File: src/rtl/core/pcf_pkg.sv
// ----------------------------------------------------------------------------
// pcf_pkg
// shared types and constants of the polyline crossing finder
// ----------------------------------------------------------------------------
package pcf_pkg;

  localparam int COORD_W    = 16;  // point coordinate
  localparam int DIFF_W     = 17;  // coordinate difference
  localparam int PROD_W     = 34;  // product of two differences
  localparam int CROSS_W    = 35;  // cross product
  localparam int MAG_W      = 16;  // magnitude of a difference
  localparam int NUM_W      = 50;  // |delta| * t numerator
  localparam int DVS_W      = 34;  // normalized divisor and remainder
  localparam int QUO_W      = 24;  // quotient bits
  localparam int OUT_W      = 24;  // Q16.8 result
  localparam int IDX_W      = 5;   // segment index field
  localparam int FIX_W      = 27;  // signed working width of the result
  localparam int FRAC_W     = 8;
  localparam int CROSS_STEPS = 6;
  localparam int DIV_STEPS  = 24;

  typedef enum logic [3:0] {
    S_IDLE,
    S_RD_A,
    S_LD_A,
    S_LD_B,
    S_DIFF,
    S_CROSS,
    S_NORM,
    S_CHECK,
    S_PRODX,
    S_PRODY,
    S_DINIT,
    S_DIV,
    S_FIX,
    S_EMIT,
    S_ADV,
    S_FLUSH
  } state_t;

  typedef enum logic [1:0] {
    RD_SEG,
    RD_SEG1,
    RD_SEG2
  } rd_sel_t;

  typedef struct packed {
    logic       accept;
    rd_sel_t    rd_sel;
    logic       load_a;
    logic       load_b;
    logic       shift_ab;
    logic       seg_inc;
    logic       diff_en;
    logic       mul_en;
    logic [2:0] mul_step;
    logic       acc_en;
    logic [2:0] acc_step;
    logic       norm_en;
    logic       prod_en;
    logic       prod_y;
    logic       init_x;
    logic       init_y;
    logic       div_step;
    logic       fix_en;
    logic       emit;
    logic       push;
    logic       push_last;
    logic       flush;
  } cmd_t;

  typedef struct packed {
    logic scan_ok;
    logic hit;
    logic seg_more;
    logic hold_valid;
    logic out_free;
  } sts_t;

endpackage

File: src/rtl/core/pcf_controller.sv
// ----------------------------------------------------------------------------
// pcf_controller
// sequencer for segment scan, cross products, division and emission
// ----------------------------------------------------------------------------
module pcf_controller
  import pcf_pkg::*;
(
  input  logic clk,
  input  logic rst,
  input  logic in_valid,
  output logic in_ready,
  input  sts_t sts,
  output cmd_t cmd
);

  state_t     state, state_next;
  logic [2:0] mcnt;
  logic [4:0] dcnt;

  always_ff @(posedge clk) begin
    if (rst) begin
      state <= S_IDLE;
      mcnt  <= '0;
      dcnt  <= '0;
    end else begin
      state <= state_next;
      mcnt  <= (state == S_CROSS) ? mcnt + 3'd1 : '0;
      dcnt  <= (state == S_DIV) ? dcnt + 5'd1 : '0;
    end
  end

  always_comb begin
    state_next = state;
    unique case (state)
      S_IDLE:  if (in_valid && sts.scan_ok) state_next = S_RD_A;
      S_RD_A:  state_next = S_LD_A;
      S_LD_A:  state_next = S_LD_B;
      S_LD_B:  state_next = S_DIFF;
      S_DIFF:  state_next = S_CROSS;
      S_CROSS: if (mcnt == 3'(CROSS_STEPS)) state_next = S_NORM;
      S_NORM:  state_next = S_CHECK;
      S_CHECK: state_next = sts.hit ? S_PRODX : S_ADV;
      S_PRODX: state_next = S_PRODY;
      S_PRODY: state_next = S_DINIT;
      S_DINIT: state_next = S_DIV;
      S_DIV:   if (dcnt == 5'(DIV_STEPS - 1)) state_next = S_FIX;
      S_FIX:   state_next = S_EMIT;
      S_EMIT:  if (!sts.hold_valid || sts.out_free) state_next = S_ADV;
      S_ADV:   state_next = sts.seg_more ? S_LD_B : S_FLUSH;
      S_FLUSH: if (!sts.hold_valid || sts.out_free) state_next = S_IDLE;
      default: state_next = S_IDLE;
    endcase
  end

  always_comb begin
    cmd          = '0;
    cmd.rd_sel   = RD_SEG;
    cmd.mul_step = mcnt;
    cmd.acc_step = mcnt - 3'd1;
    in_ready     = 1'b0;
    unique case (state)
      S_IDLE: begin
        in_ready   = 1'b1;
        cmd.accept = in_valid;
      end
      S_RD_A:  cmd.rd_sel = RD_SEG;
      S_LD_A: begin
        cmd.load_a = 1'b1;
        cmd.rd_sel = RD_SEG1;
      end
      S_LD_B:  cmd.load_b = 1'b1;
      S_DIFF:  cmd.diff_en = 1'b1;
      S_CROSS: begin
        cmd.mul_en = (mcnt < 3'(CROSS_STEPS));
        cmd.acc_en = (mcnt != 3'd0);
      end
      S_NORM:  cmd.norm_en = 1'b1;
      S_CHECK: cmd.rd_sel = RD_SEG;
      S_PRODX: cmd.prod_en = 1'b1;
      S_PRODY: begin
        cmd.init_x  = 1'b1;
        cmd.prod_en = 1'b1;
        cmd.prod_y  = 1'b1;
      end
      S_DINIT: cmd.init_y = 1'b1;
      S_DIV:   cmd.div_step = 1'b1;
      S_FIX:   cmd.fix_en = 1'b1;
      S_EMIT: begin
        if (!sts.hold_valid || sts.out_free) begin
          cmd.emit = 1'b1;
          cmd.push = sts.hold_valid;
        end
      end
      S_ADV: begin
        if (sts.seg_more) begin
          cmd.rd_sel   = RD_SEG2;
          cmd.shift_ab = 1'b1;
          cmd.seg_inc  = 1'b1;
        end
      end
      S_FLUSH: begin
        if (sts.hold_valid && sts.out_free) begin
          cmd.push      = 1'b1;
          cmd.push_last = 1'b1;
          cmd.flush     = 1'b1;
        end
      end
      default: cmd = '0;
    endcase
  end

`ifndef SYNTH
  a_idle_empty: assert property (@(posedge clk) disable iff (rst)
    state == S_IDLE |-> !sts.hold_valid)
    else $error("crossing left behind after a scan");
  a_store_one: assert property (@(posedge clk) disable iff (rst)
    (cmd.accept && !sts.scan_ok) |=> state == S_IDLE)
    else $error("word without a scan left idle");
  a_div_bound: assert property (@(posedge clk) disable iff (rst)
    state == S_DIV |-> dcnt < 5'(DIV_STEPS))
    else $error("divider ran past its quotient width");
`endif

endmodule

File: config.mk
export PLATFORM = sky130hd
export DESIGN_NAME = pcf_controller
export DESIGN_NICKNAME = d
export VERILOG_FILES = /design/src/rtl/core/pcf_pkg.sv /design/src/rtl/core/pcf_controller.sv
export SDC_FILE = /design/constraint.sdc
export NUM_CORES = 1
export LEC_CHECK = 0
export CAP_MARGIN = 20
export CORE_MARGIN = 2
export CORE_UTILIZATION = 35
export DETAILED_ROUTE_END_ITERATION = 10
export DONT_BUFFER_PORTS = 1
export PLACE_DENSITY_LB_ADDON = 0.1
export SLEW_MARGIN = 10
export SYNTH_ARGS = -nofsm -noshare
export SYNTH_HDL_FRONTEND = slang
export SYNTH_SLANG_ARGS = --single-unit
File: constraint.sdc
create_clock -name clk -period 2.2 [get_ports clk]
set_input_delay 0.22 -clock clk [delete_from_list [all_inputs] [get_ports clk]]
set_output_delay 0.22 -clock clk [all_outputs]
set_load 0.1 [all_outputs]
==> impl_metrics.csv, run 1 <==
group,metric,value,unit
cells_and_area,diodes,0,
setup_path,r2r_end,"dcnt[2]",
setup_path,r2r_start,"state[2]",
pwr,p_leak,0.497,nW
sta,holdWs,-0.00182,ns
clock_tree,numCtsBuffers,3,
cells_and_area,syn2layout_area_growth,74.5,%
floorplan,initial_core_util,0.363,
global_route,grt_max_degree,14,
setup_path,crit_buf_inv,1,
setup_path,crit_path_end_kind,"output port",
pwr,p_sw_frac,0.439,
pwr,p_per_area,540,mW/mm^2
pwr,peakVddDrop,0.000602,V
synthesis,synth_compound_area_frac,0.154,
clock_tree,postCtsHoldBufs,1,
global_route,globalRoute.totalOverflow,0,
sta,rsz0062_at_grt,"false",
clock_tree,clk_path_buf_depth,2,
synthesis,ys_warn_count,0,
min_path,min_path_type,"primary input to flop",
setup_path,cp_slowest_cell,"dfxtp_2",
clock_tree,clk_pin_slew,0.08,ns
setup_path,start_kind,"flop",
place,port_buffers,0,
detailed_routing,drtPass1Iterations,4,
clock_tree,cts_tree,"done",
synthesis,yosys.area_share.simple,0.295,
sta,fin_crit,1.97,ns
synthesis,synth_fp_nets,109,
detailed_routing,viasPerCell,5.17,
sta,tightest_slew,0.414,ns
place,preCtsSetupSlack,0.522,ns
floorplan,num_io_pins,36,
place,gp_congestion,0.793,
flow_run,maxCapViolations,0,
global_route,grt_pass1_wl,3220,um
pwr,switchingPower,0.323,mW
clock_tree,post_cts_buffers,0,
floorplan,core_area,0.00215,mm^2
sta,max_freq,0.507,GHz
pwr,clkPwrFrac,0.248,
sta,final_max_slew_viol_count,0,
sta,fin_crit_sh,0.896,
setup_path,cp.arrival,1.75,ns
sta,slew_headroom,0.724,
cells_and_area,finalNetCount,136,
setup_path,cp_top_family,"simple AND/OR/NAND/NOR gates",
pwr,p_comb_frac,0.416,
detailed_routing,postRouteAntennaNets,0,
synthesis,synth_cells,96,
global_route,antenna_found_initial,0,
floorplan,die_w,51.2,um
floorplan,die_area,0.00262,mm^2
setup_path,setup.worst_path.class,"flop to output port",
clock_tree,cts-htree-levels,1,
min_path,hold-path-cell-count,1,
setup_path,worstPathRequired,1.98,ns
synthesis,synth-seq-area-share,0.308,
synthesis,avgSynthCellArea,8.12,um^2
synthesis,synth_area,779,um^2
place,placed_cells,144,
setup_path,rrSetupSlack,0.59,ns
setup_path,reg2regPathDepth,5,
sta,setup_viol,0,
status,violations,"hold timing",
synthesis,synth-xor-area-share,0.0562,
synthesis,synth_fa_ha_area_frac,0.0803,
global_route,grt_pass1_vias,759,
cells_and_area,drive_gt1_frac,0.525,
pwr,internal_power,0.412,mW
clock_tree,cts_resized,0,
clock_tree,clock-root-buffer,"clkbuf_4",
min_path,holdPathEnd,"mcnt[2]",
sta,tns,0,ns
synthesis,yosys_register_bits,12,
setup_path,crit_fanout,13,
synthesis,synthMuxAreaShare,0,
global_route,grtUsageTotal,0.162,
detailed_routing,drtIter0Drc,8,
cells_and_area,fin_cells,150,
detailed_routing,wirelength,1940,um
setup_path,path_cells,"nand2_1, nor3_4, buf_12",
clock_tree,clock_sinks,12,
floorplan,rows,17,
status,outcome,"finished, violations left",
sta,fin_skew,0.00507,ns
sta,worst_slack,0.228,ns
floorplan,die_h,51.2,um
detailed_routing,vias,776,
pwr,seqPwrFrac,0.335,
detailed_routing,drc,0,
synthesis,synth_top_family_by_area,"simple AND/OR/NAND/NOR gates",
place,post-dp-hpwl,1530,um
clock_tree,clk_latency,0.28,ns
synthesis,synthDistinctLibCells,31,
min_path,hp-start,"rst",
setup_path,slowest_delay,0.55,ns
sta,finalHoldViolations,1,
detailed_routing,routedWlPerCell,12.9,um
[final cells by class]
| cell class | count | area, um^2 |
|---|---|---|
| Fill cell | 182 | 788 |
| Multi-Input combinational cell | 67 | 634 |
| Timing Repair Buffer | 31 | 370 |
| Sequential cell | 12 | 246 |
| Inverter | 8 | 37.5 |
| Clock buffer | 4 | 36.3 |
| Tap cell | 28 | 35.0 |
[how the worst max path moves through the flow]
| stage | startpoint | to | depth (start not counted) | slack (ns) |
|---|---|---|---|---|
| 2_1_floorplan | state[1] | cmd[21] | 4 | -0.65 |
| 3_3_place_gp | state[3] | cmd[21] | 3 | 0.56 |
| 3_5_place_dp | state[3] | cmd[21] | 3 | 0.52 |
| 4_1_cts | state[1] | cmd[21] | 3 | 0.21 |
| 5_1_grt | state[3] | cmd[25] | 3 | 0.13 |
| 6_report | state[3] | cmd[21] | 3 | 0.23 |
[per-stage QoR]
step / hold slack [ns] / utilization / total power [mW] / area, um^2
floorplan: 0.418 / - / 0.474 / 925
finish: -0.00182 / 0.633 / 0.734 / 1360
detailed placement: 0.290 / 0.607 / 0.553 / 1300
CTS: 0.000284 / 0.628 / 0.734 / 1350
global placement: 0.289 / 0.607 / 0.549 / 1300
global route: 0.00884 / 0.633 / 0.756 / 1360
[registers in the layout, indices dropped and copies added, names as in the netlist]
register	cells
state	4
dcnt	5
mcnt	3
[Yosys cell counts]
library cell | number | area, um^2
a211oi_1 | 1 | 7.51
a21boi_1 | 1 | 7.51
a21oi_1 | 5 | 25.0
a311oi_2 | 2 | 30.0
a31o_2 | 1 | 8.76
a31oi_1 | 1 | 6.26
and2_0 | 1 | 6.26
and2_1 | 2 | 12.5
and4b_1 | 1 | 10.0
buf_1 | 1 | 3.75
buf_2 | 3 | 15.0
buf_4 | 4 | 30.0
clkbuf_1 | 1 | 3.75
dfxtp_1 | 12 | 240
ha_1 | 5 | 62.6
inv_1 | 8 | 30.0
nand2_1 | 4 | 15.0
nand2b_1 | 6 | 37.5
nand3_1 | 3 | 15.0
nand4_1 | 1 | 6.26
nand4b_1 | 1 | 8.76
nand4bb_2 | 1 | 16.3
nor2_1 | 12 | 45.0
nor3_1 | 9 | 45.0
nor4_2 | 1 | 12.5
o2111ai_1 | 1 | 8.76
o21a_1 | 1 | 7.51
o221ai_1 | 1 | 8.76
o22a_2 | 1 | 10.0
xnor2_1 | 2 | 17.5
xor2_1 | 3 | 26.3
[layer usage]
| layer | up-vias | wire length, um | GRT usage |
|---|---|---|---|
| met3 | 3 | 138 | 0.0322 |
| met5 | - | 0 | 0 |
| met4 | 0 | 24 | 0.0721 |
| li1 | 381 | - | - |
| met1 | 361 | 808 | 0.198 |
| met2 | 31 | 970 | 0.273 |
[power groups by stage]
| stage | Combinational, mW | Sequential [mW] | Clock (mW) |
|---|---|---|---|
| 5_1_grt | 0.319 | 0.249 | 0.187 |
| 3_3_place_gp | 0.299 | 0.250 | 0 |
| 2_1_floorplan | 0.232 | 0.242 | 0 |
| 4_1_cts | 0.305 | 0.246 | 0.182 |
| 6_report | 0.306 | 0.246 | 0.182 |
| 3_5_place_dp | 0.302 | 0.252 | 0 |
[cell usage in the layout (no fill, tap or decap), types with 2 or more instances in the layout]
cell / Yosys / final
a21oi_1: 5 / 3
inv_1: 8 / 6
and2_4: 0 / 2
a311oi_2: 2 / 2
clkinvlp_4: 0 / 2
dfxtp_2: 0 / 2
nor2_2: 0 / 3
nor2_4: 0 / 2
xor2_1: 3 / 2
nand3_1: 3 / 3
dlygate4sd3_1: 0 / 2
nor2_1: 12 / 7
nor3_1: 9 / 3
ha_4: 0 / 2
buf_12: 0 / 9
dfxtp_1: 12 / 9
ha_1: 5 / 2
nor3_4: 0 / 6
xnor2_1: 2 / 2
clkbuf_4: 0 / 3
nand2b_1: 6 / 6
buf_4: 4 / 19
nand2_1: 4 / 4
[worst reg2reg max path, stage by stage, from the launching register on]
cell and delay, ns:
dfxtp_1 0.48, buf_4 0.26, and4b_1 0.24, buf_4 0.24, nand2b_1 0.21, nor2_1 0.07
[cells by family after synthesis]
group | after synthesis
AND/OR/NAND/NOR | 42
buffers and inverters | 17
AO/OA/AOI/OAI | 15
adder cells (fa/ha/maj) | 5
XOR/XNOR | 5
flip-flops | 12
Power figures use the tool's default switching activity.
==> run 2, diff against run 1 <==
Settings changed: ABC_AREA from default to 1.
==> run 2 against run 1 <==
  * The flow now finishes without violations
  * Synthesized cell count is 26% higher
  * Synthesized area is 6.1% higher
  * Non-clock buffer count is 5 lower
  * Highest routed layer unchanged
==> impl_metrics.csv, run 2 <==
group,metric,value,unit
status,outcome,"completed",
synthesis,synth_area_leader_cell,"dfxtp_1",
global_route,grtUsageTotal,0.161,
place,preCtsSetupSlack,0.566,ns
synthesis,synth_top_area_frac,0.290,
sta,max_freq,0.520,GHz
sta,setup_viol,0,
place,port_buffers,0,
cells_and_area,drive_gt1_frac,0.531,
detailed_routing,drtIter0Drc,4,
flow_run,maxCapViolations,0,
synthesis,ys_async_sr_fraction,0,
synthesis,synth-main-ff-cell,"dfxtp_1",
clock_tree,cts_resized,0,
sta,finalHoldViolations,0,
floorplan,rows,17,
clock_tree,clk_latency,0.28,ns
global_route,grt_max_degree,9,
setup_path,rrSetupSlack,0.58,ns
synthesis,ys_top_cells_by_count,"nor2_1, inv_1, nand2_1",
clock_tree,clock-root-buffer,"clkbuf_4",
clock_tree,numCtsBuffers,3,
pwr,p_per_area,487,mW/mm^2
place,gp_congestion,0.784,
floorplan,die_area,0.00277,mm^2
floorplan,num_io_pins,36,
synthesis,synth-seq-area-share,0.290,
synthesis,synthDistinctLibCells,24,
clock_tree,cts_tree,"done",
sta,rsz0062_at_grt,"false",
floorplan,core_area,0.00223,mm^2
cells_and_area,finalNetCount,159,
min_path,min_path_type,"primary input to flop",
sta,final_max_slew_viol_count,0,
global_route,grt_pass1_vias,797,
synthesis,ys_warn_count,0,
sta,slew_headroom,0.748,
synthesis,synth_cells,121,
place,post-dp-hpwl,1670,um
setup_path,cp.arrival,1.70,ns
detailed_routing,postRouteAntennaNets,0,
cells_and_area,largest-register,"dcnt",
synthesis,yosys_register_bits,12,
cells_and_area,reg_top3,"dcnt: 5 flops, state: 4 flops, mcnt: 3 flops",
cells_and_area,layout_commonest_cell,"buf_4",
cells_and_area,largest_reg_flops,5,
clock_tree,cts-htree-levels,1,
detailed_routing,drtPass1Iterations,4,
detailed_routing,routedWlPerCell,11.3,um
setup_path,crit_fanout,8,
clock_tree,clk_pin_slew,0.08,ns
global_route,globalRoute.totalOverflow,0,
setup_path,setup.worst_path.class,"flop to output port",
clock_tree,clk_path_buf_depth,2,
global_route,grt_pass1_wl,3280,um
global_route,antenna_found_initial,0,
floorplan,die_h,52.6,um
synthesis,avgSynthCellArea,6.84,um^2
sta,tns,0,ns
cells_and_area,diodes,0,
cells_and_area,syn2layout_area_growth,59.2,%
sta,worst_slack,0.276,ns
synthesis,synth-edff-count,0,
pwr,peakVddDrop,0.000454,V
floorplan,initial_core_util,0.370,
sta,fin_crit_sh,0.874,
detailed_routing,wirelength,1960,um
pwr,p_leak,0.528,nW
clock_tree,clock_sinks,12,
setup_path,worstPathRequired,1.98,ns
detailed_routing,drc,0,
synthesis,synth_most_common_cell,"nor2_1",
cells_and_area,final_cell_mix,"buf_4, nor2_2, nand2_1, inv_1, dfxtp_1",
sta,fin_skew,0.00354,ns
setup_path,start_kind,"flop",
sta,fin_crit,1.92,ns
synthesis,synth_fp_nets,134,
setup_path,crit_path_end_kind,"output port",
detailed_routing,viasPerCell,4.59,
detailed_routing,vias,794,
synthesis,synth_area,827,um^2
sta,tightest_slew,0.378,ns
synthesis,yosys-top-cells-area,"dfxtp_1, nor2_1, ha_1",
floorplan,die_w,52.6,um
run 2: cell count changes after synthesis, sizes merged, moves of 4 or more:
cell | before | now
inv | 8 | 22
nand2 | 4 | 19
nand2b | 6 | 0
nor2 | 12 | 27
nor3 | 9 | 4
o21ai | 0 | 4
run 2: logic make-up (layout without fill, tap and decap cells):
family | Yosys count | count (layout) | share of synthesized area
and+or+nand+nor | 61 | 61 | 0.374
xor gates and xnor gates | 2 | 2 | 0.0212
DFF | 12 | 12 | 0.290
buffers and inverters | 28 | 52 | 0.154
adders and majority gates | 5 | 5 | 0.0756
AOI/OAI and AO/OA | 13 | 13 | 0.0847
run 2: per-layer routing:
layer	vias up	GRT usage	wire (um)
met5	-	0	0
met4	0	0.0812	52
met3	6	0.0400	107
met2	25	0.290	1010
met1	345	0.173	794
li1	418	-	-
run 2: final timing paths:
path	start	endpoint	cells past startpoint
max	state[0]	cmd[18]	7
max reg2reg	mcnt[0]	state[0]	9
min reg2reg	dcnt[0]	dcnt[0]	1
min	rst	dcnt[2]	3
run 2: critical path: stages, from the launching register on:
cell and delay [ns]:
dfxtp_1 0.55, inv_2 0.07, nor2_2 0.12, inv_2 0.09, nor2_2 0.11, inv_2 0.07
a21oi_2 0.10, buf_4 0.30
run 2: timing repair:
| item | CTS | global route |
|---|---|---|
| hold endpoints to repair | 4 | 0 |
| hold buffers | 1 | 0 |
| endpoints found under the setup margin | 0 | 0 |
| buffers inserted | 0 | 0 |
run 2: area by class of cell:
cell class | instances | area, um^2
fill | 217 | 917
multi-input combinational | 81 | 597
timing repair buffer | 26 | 313
sequential | 12 | 245
inverter | 22 | 90.1
clock buffer | 4 | 36.3
tap | 28 | 35.0
run 2: through the flow:
stage,total power [mW],hold WS [ns],cell area [um^2],instances,util
floorplan,0.419,0.289,931,121,-
global placement,0.461,0.291,1270,168,0.569
detailed placement,0.465,0.293,1270,168,0.569
CTS,0.648,0.111,1320,173,0.589
global route,0.678,0.116,1320,173,0.589
finish,0.641,0.114,1320,173,0.589
run 2: power breakdown:
| part | total, mW | internal, mW | switching (mW) |
|---|---|---|---|
| Clock | 0.181 | 0.101 | 0.0804 |
| Sequential | 0.240 | 0.222 | 0.0176 |
| Combinational | 0.221 | 0.0460 | 0.175 |
| Total | 0.641 | 0.369 | 0.273 |
